### config.mk
export PLATFORM = sky130hd
export DESIGN_NAME = pidarr_cell
export DESIGN_NICKNAME = d
export VERILOG_FILES = /design/src/sv/pidarr_pkg.sv /design/src/sv/pidarr_cell.sv
export SDC_FILE = /design/constraint.sdc
export NUM_CORES = 1
export LEC_CHECK = 0
export BUFFER_PORTS_ARGS = -buffer_cell sky130_fd_sc_hd__buf_4
export CAP_MARGIN = 25
export CORE_ASPECT_RATIO = 1.75
export CORE_UTILIZATION = 38
export DETAILED_ROUTE_END_ITERATION = 8
export PLACE_DENSITY = 0.91
export RECOVER_POWER = 25
export SYNTH_ARGS = -nofsm -noshare
export SYNTH_HDL_FRONTEND = slang
export SYNTH_SLANG_ARGS = --single-unit
### constraint.sdc
create_clock -name clk -period 3.9 [get_ports clk]
set_input_delay 0.39 -clock clk [delete_from_list [all_inputs] [get_ports clk]]
set_output_delay 0.39 -clock clk [all_outputs]
set_load 0.03 [all_outputs]
### src/sv/pidarr_pkg.sv
`timescale 1ns / 1ps
// ----------------------------------------------------------------------------
// pidarr_pkg
// Shared types and constants of the positional insert/delete array unit.
// ----------------------------------------------------------------------------
package pidarr_pkg;

  localparam int DEPTH  = 64;  // number of storage cells
  localparam int DATA_W = 32;  // element width
  localparam int POS_W  = 7;   // request position width
  localparam int CNT_W  = 7;   // element count width
  localparam int IDX_W  = 6;   // cell index width

  typedef enum logic [1:0] {
    REQ_INSERT = 2'd0,
    REQ_UPDATE = 2'd1,
    REQ_DELETE = 2'd2,
    REQ_VIEW   = 2'd3
  } req_type_t;

  typedef enum logic [1:0] {
    STAT_OK    = 2'd0,
    STAT_RANGE = 2'd1,
    STAT_FULL  = 2'd2,
    STAT_EMPTY = 2'd3
  } status_t;

  typedef struct packed {
    req_type_t                 req_type;
    logic [POS_W-1:0]          position;
    logic signed [DATA_W-1:0]  value;
  } req_t;

  typedef struct packed {
    status_t                   status;
    logic [IDX_W-1:0]          elem_index;
    logic signed [DATA_W-1:0]  elem_value;
    logic [CNT_W-1:0]          elem_count;
    logic                      last;
  } rsp_t;

  // operation broadcast to every cell
  typedef enum logic [2:0] {
    CELL_HOLD,
    CELL_INSERT,
    CELL_UPDATE,
    CELL_DELETE,
    CELL_ROTATE
  } cell_op_t;

  typedef struct packed {
    cell_op_t                  op;
    logic [POS_W-1:0]          pos;
    logic [IDX_W-1:0]          tail;
    logic signed [DATA_W-1:0]  value;
  } cell_ctrl_t;

  typedef enum logic {
    S_IDLE,
    S_VIEW
  } state_t;

endpackage

### src/sv/pidarr_cell.sv
`timescale 1ns / 1ps
// ----------------------------------------------------------------------------
// pidarr_cell
// One storage cell of the array; shifts with its neighbors on command.
// ----------------------------------------------------------------------------
module pidarr_cell import pidarr_pkg::*; #(
  parameter int IDX = 0
) (
  input  logic                      clk,
  input  cell_ctrl_t                ctrl,
  input  logic signed [DATA_W-1:0]  left_val,
  input  logic signed [DATA_W-1:0]  right_val,
  input  logic signed [DATA_W-1:0]  head_val,
  output logic signed [DATA_W-1:0]  val
);

  localparam logic [POS_W-1:0] MY_POS = POS_W'(IDX);
  localparam logic [IDX_W-1:0] MY_IDX = IDX_W'(IDX);

  logic signed [DATA_W-1:0] val_next;

  always_comb begin
    val_next = val;
    case (ctrl.op)
      CELL_INSERT: begin
        if (MY_POS > ctrl.pos) begin
          val_next = left_val;
        end else if (MY_POS == ctrl.pos) begin
          val_next = ctrl.value;
        end
      end
      CELL_UPDATE: begin
        if (MY_POS == ctrl.pos) begin
          val_next = ctrl.value;
        end
      end
      CELL_DELETE: begin
        if (MY_POS >= ctrl.pos) begin
          val_next = right_val;
        end
      end
      CELL_ROTATE: begin
        // tail cell wraps the head around
        if (MY_IDX == ctrl.tail) begin
          val_next = head_val;
        end else begin
          val_next = right_val;
        end
      end
      default: begin
        val_next = val;
      end
    endcase
  end

  always_ff @(posedge clk) begin
    val <= val_next;
  end

endmodule

# Yosys cells after proc, flatten, opt, wreduce, memory -nomap -nowiden

Cells that the tools add are included.

Muxes and demuxes: 5
Equality and inequality tests: 5
Reductions and logical operators: 4
Magnitude comparators: 2

Operator list:

| operator           | number |
|---|---|
| $mux 32            | 4 |
| $pmux 32 s4        | 1 |
| $ge 1x7->1 const A | 1 |
| $gt 1x7->1 const A | 1 |
| $logic_not 7->1    | 1 |
| $eq 3x2->1 const B | 2 |
| $logic_not 6->1    | 1 |
| $reduce_bool 4->1  | 1 |
| $eq 3x1->1 const B | 1 |
| $eq 3x3->1 const B | 1 |
| $ne 2x2->1 const B | 1 |
| $reduce_and 2->1   | 1 |

Output and inout port bits: 32
Register bits after elaboration: 32
Word-level logic and storage cells: 17
Input bits: 145

# Depth between registers and ports, before layout

Depth in word-level cells: 4
Depth in mapped cells: 5
Mapped depth without buffers: 4

# Worst setup path after synthesis

OpenSTA, ideal clock, no wires.

Path kind: input-to-reg
From: in ctrl[41] (netlist bit)
To: reg val[0], enable pin
Required time: 3.460 ns
Buffers on the path: 1
Slack: 0.605 ns
Cell stages on the path: 4
Arrival: 2.856 ns
Library setup time: 0.440 ns
Cell sequence: nor4_2 > clkbuf_1 > nand2_1 > a32oi_1

Longest elaborated chain between the ends: 3

Ends and longest elaborated chain:

| element                           | RTL line          | text |
|---|---|---|
| start, declared                   | pidarr_cell.sv:10 | `input cell_ctrl_t ctrl,` |
| $ge 1x7->1                        | pidarr_cell.sv:38 | `if (MY_POS >= ctrl.pos) begin` |
| $ne 2x2->1 (no source line)       | n/a               |  |
| $reduce_and 2->1 (no source line) | n/a               |  |
| end signal, assigned              | pidarr_cell.sv:57 | `val <= val_next;` |
| end, declared                     | pidarr_cell.sv:14 | `output logic signed [DATA_W-1:0] val` |

No other way between the ends.
A chain may end at the register's enable or synchronous reset.

# Worst setup path in the final report

From: in ctrl[35] (netlist bit)
To: reg val[20], data pin

Longest elaborated chain between the ends: 3

Ends and longest elaborated chain:

| element          | RTL line          | text |
|---|---|---|
| $logic_not 6->1  | pidarr_cell.sv:44 | `if (MY_IDX == ctrl.tail) begin` |
| $mux 32          | pidarr_cell.sv:44 |  |
| $pmux 32 s4      | pidarr_cell.sv:24 | `case (ctrl.op)` |
| via val_next[20] | pidarr_cell.sv:20 | `logic signed [DATA_W-1:0] val_next;` |

The timed path passes the listed nets, and every way through them passes these cells.

==> impl_metrics.prom <==
# TYPE chip_impl_metric gauge
chip_impl_metric{name="fp.dieH",unit="um"} 98.0
chip_impl_metric{name="layout.filler_cells",unit=""} 453
chip_impl_info{name="grt_setup_unrepaired",value="no"} 1
chip_impl_metric{name="multiInputGateArea",unit="um2"} 953
chip_impl_info{name="synth_top_cells_by_area",value="sky130_fd_sc_hd__edfxtp_1, sky130_fd_sc_hd__a221o_1, sky130_fd_sc_hd__a21oi_1, sky130_fd_sc_hd__nand3_1, sky130_fd_sc_hd__o21ai_0"} 1
chip_impl_metric{name="detailed_place_hpwl",unit="um"} 5010
chip_impl_metric{name="number_of_flip_flops_in_the_largest_register",unit=""} 32
chip_impl_metric{name="antenna_diode_instance_count",unit=""} 0
chip_impl_metric{name="num_rows",unit=""} 34
chip_impl_metric{name="first_global_vias",unit=""} 2343
chip_impl_metric{name="hold_viol",unit=""} 0
chip_impl_info{name="timing_worst_setup_path_type",value="input port to flip-flop"} 1
chip_impl_info{name="largest-register",value="val"} 1
chip_impl_metric{name="top_fanout_value_on_the_critical_path",unit=""} 17
chip_impl_metric{name="core_area",unit="um2"} 5020
chip_impl_metric{name="ios",unit=""} 177
chip_impl_metric{name="slew_headroom",unit="%"} 32.2
chip_impl_metric{name="proportion_of_synthesized_flip_flops_having_asynchronous_set_or_reset",unit="%"} 0
chip_impl_info{name="synth_commonest_cells",value="sky130_fd_sc_hd__a21oi_1, sky130_fd_sc_hd__edfxtp_1, sky130_fd_sc_hd__nand3_1, sky130_fd_sc_hd__o21ai_0, sky130_fd_sc_hd__a221o_1"} 1
chip_impl_metric{name="number_of_stages_on_the_worst_hold_path",unit=""} 2
chip_impl_metric{name="r2r_slack",unit="ps"} 2720
chip_impl_metric{name="cts_hold_buf",unit=""} 0
chip_impl_info{name="violations",value="design-rule violations"} 1
chip_impl_metric{name="number_of_antenna_violations_at_the_first_check_in_global_routing",unit=""} 0
chip_impl_info{name="root_buffer",value="sky130_fd_sc_hd__clkbuf_8"} 1
chip_impl_metric{name="finish.utilization",unit="%"} 61.8
chip_impl_metric{name="synth_top_area_share",unit="%"} 48.0
chip_impl_metric{name="route.detailed.vias_per_inst",unit=""} 6.18
chip_impl_metric{name="drive_above_1_share",unit="%"} 43.2
chip_impl_info{name="cts_tree",value="built"} 1
chip_impl_metric{name="wire_length_of_the_first_global_routing_pass",unit="um"} 11200
chip_impl_metric{name="cts_post_setup_buffers_inserted",unit=""} 0
chip_impl_metric{name="drtIter0Drc",unit=""} 151
chip_impl_info{name="cp-start-kind",value="input port"} 1
chip_impl_metric{name="post_synth_inst_count",unit=""} 195
chip_impl_info{name="rr_endpoint",value="val[20]"} 1
chip_impl_info{name="hold_path_startpoint",value="head_val[8]"} 1
chip_impl_metric{name="synth_enable_flop_cells",unit=""} 32
chip_impl_metric{name="overflow",unit=""} 0
chip_impl_metric{name="routed-via-count",unit=""} 2378
chip_impl_metric{name="ir_drop",unit="mV"} 0.209
chip_impl_info{name="worstHoldPathType",value="input port to flip-flop"} 1
chip_impl_metric{name="ys_seq_elements",unit=""} 32
chip_impl_metric{name="synth_area_per_cell",unit="um2"} 10.3
chip_impl_metric{name="cts_resized",unit=""} 0
chip_impl_info{name="yosysTopAreaCell",value="sky130_fd_sc_hd__edfxtp_1"} 1
chip_impl_metric{name="post_synth_num_cell_types",unit=""} 22
chip_impl_metric{name="worst_clock_skew",unit="ps"} 0
chip_impl_metric{name="fmax",unit="MHz"} 442
chip_impl_metric{name="place.port_buffers",unit=""} 144
chip_impl_metric{name="final_net_count",unit=""} 476
chip_impl_metric{name="report.final.slew_viol_count",unit=""} 0
chip_impl_metric{name="drc",unit=""} 16
chip_impl_metric{name="grtUsageTotal",unit="%"} 25.7
chip_impl_metric{name="final_clock_period_utilization_by_the_worst_path",unit="%"} 58.0
chip_impl_metric{name="net_count_of_the_mapped_netlist",unit=""} 340
chip_impl_metric{name="cp.arrival",unit="ps"} 2400
chip_impl_metric{name="netlist_area",unit="um2"} 2000
chip_impl_metric{name="routed_wirelength",unit="um"} 7150
chip_impl_metric{name="die_width",unit="um"} 56.9
chip_impl_metric{name="sequential_cell_area",unit="um2"} 961
chip_impl_metric{name="fin_tns_setup",unit="ps"} 0
chip_impl_metric{name="max_slew.worst_pin.slew",unit="ps"} 1010
chip_impl_metric{name="fin_hold_ws",unit="ps"} 413
chip_impl_metric{name="insertion_delay",unit="ps"} 270
chip_impl_info{name="result_of_the_run",value="finished, violations left"} 1
chip_impl_metric{name="gp_congestion",unit=""} 0.835
chip_impl_metric{name="synthToLayoutAreaGrowth",unit="%"} 55.0
chip_impl_metric{name="drtPass1Iterations",unit=""} 7
chip_impl_metric{name="ant_nets",unit=""} 0
chip_impl_metric{name="cellLeakagePower",unit="nW"} 1.22
chip_impl_metric{name="max-cap-violations",unit=""} 0
chip_impl_metric{name="cts.reportedPaths.clkPinSlew",unit="ps"} 70
chip_impl_metric{name="final_critical_path_required_period",unit="ps"} 2260
chip_impl_metric{name="clock_path_buffers",unit=""} 2
chip_impl_metric{name="totalPowerFinal",unit="mW"} 0.968
chip_impl_info{name="r2r-start",value="val[20]"} 1
chip_impl_metric{name="dieArea",unit="um2"} 5570
chip_impl_metric{name="tritoncts_num_sinks",unit=""} 32
chip_impl_metric{name="worst_r2r_path_depth",unit=""} 3
chip_impl_info{name="synth-main-ff-cell",value="sky130_fd_sc_hd__edfxtp_1"} 1
chip_impl_metric{name="initial_utilization",unit="%"} 39.9
chip_impl_metric{name="numCtsBuffers",unit=""} 5
chip_impl_metric{name="warning_count_from_the_yosys_run",unit=""} 0
chip_impl_metric{name="synth.yosys.seq_area_share",unit="%"} 48.0
chip_impl_info{name="reg.largest.list",value="val: 32 flops"} 1
chip_impl_metric{name="largest_net_degree_at_the_start_of_global_routing",unit=""} 34
chip_impl_metric{name="route.detailed.wl_per_inst",unit="um"} 18.6
chip_impl_metric{name="cp.required",unit="ps"} 4030
chip_impl_info{name="element_type_at_the_critical_path_end",value="flip-flop"} 1
chip_impl_metric{name="power.density",unit="nW/um2"} 312
chip_impl_metric{name="ctsHtreeMaxLevel",unit=""} 2
chip_impl_info{name="min_delay_worst_endpoint",value="val[8]"} 1
chip_impl_metric{name="total_setup_violations_reported_at_the_end_of_the_flow",unit=""} 0
## kinds of logic after synthesis
family | after synthesis | synth area share [%]
DFF | 32 | 48.0
and+or+nand+nor | 43 | 13.2
AOI/OAI and AO/OA | 99 | 33.4
buffers and inverters | 21 | 5.44
## per-layer routing
layer | part of all wire [%] | global-route usage, % | wire length (um)
met4 | 3.6 | 12.4 | 260
met2 | 52 | 43.4 | 3700
met1 | 36 | 30.7 | 2570
met5 | 0 | 0 | 0
met3 | 8.7 | 5.43 | 621
## placed cells by master (no fill, tap or decap)
master,Yosys,layout
sky130_fd_sc_hd__clkbuf_8,0,5
sky130_fd_sc_hd__or4_4,2,2
sky130_fd_sc_hd__a221o_1,30,30
sky130_fd_sc_hd__a221o_2,2,2
sky130_fd_sc_hd__clkinv_2,0,1
sky130_fd_sc_hd__o21ai_0,32,32
sky130_fd_sc_hd__o21bai_1,1,1
sky130_fd_sc_hd__clkbuf_1,12,25
sky130_fd_sc_hd__or3_1,1,1
sky130_fd_sc_hd__buf_4,0,125
sky130_fd_sc_hd__a21oi_1,32,32
sky130_fd_sc_hd__a32oi_2,0,1
sky130_fd_sc_hd__nor4_4,1,2
sky130_fd_sc_hd__buf_8,0,1
sky130_fd_sc_hd__or3b_4,1,1
sky130_fd_sc_hd__edfxtp_1,32,32
sky130_fd_sc_hd__nand3_1,32,32
sky130_fd_sc_hd__nor3_2,1,2
sky130_fd_sc_hd__nand3b_1,1,1
sky130_fd_sc_hd__o21ai_2,1,1
sky130_fd_sc_hd__nand2_1,2,2
## report_power, final
part / leakage [nW] / internal (mW) / switching [mW] / total [mW]
clock network: 0.0410 / 0.121 / 0.113 / 0.234
logic: 0.870 / 0.139 / 0.160 / 0.299
registers: 0.308 / 0.422 / 0.0134 / 0.435
## final cells by class
class                      instances  share of cell area [%]
tap                               54                    2.18
clock buffer                       6                    2.34
timing repair buffer             150                    33.6
sequential                        32                    31.0
multi-input combinational        142                    30.7
clock inverter                     1                   0.161
## critical path, stage by stage
cell and delay, ps:
sky130_fd_sc_hd__buf_4 110, sky130_fd_sc_hd__or4_4 550, sky130_fd_sc_hd__nor4_4 770, sky130_fd_sc_hd__buf_4 370, sky130_fd_sc_hd__a221o_1 200
## metrics by stage
| stage | instances | setup slack, ps | cell area (um2) |
|---|---|---|---|
| 2_1_floorplan | 195 | 605 | 2000 |
| 3_3_place_gp | 377 | 1420 | 3100 |
| 3_5_place_dp | 378 | 1400 | 3120 |
| 4_1_cts | 385 | 1700 | 3190 |
| 5_1_grt | 385 | 1560 | 3100 |
| 6_report | 385 | 1640 | 3100 |
## worst max-delay path by stage
stage / from / endpoint / slack, ps / depth (start not counted)
3_3_place_gp: ctrl[45] / val[22] / 1420 / 5
5_1_grt: ctrl[35] / val[31] / 1560 / 5
3_5_place_dp: ctrl[35] / val[20] / 1400 / 5
4_1_cts: ctrl[35] / val[14] / 1700 / 5
6_report: ctrl[35] / val[20] / 1640 / 5
2_1_floorplan: ctrl[41] / val[0] / 600 / 4
Note: power is estimated with default switching activity, not from simulation.
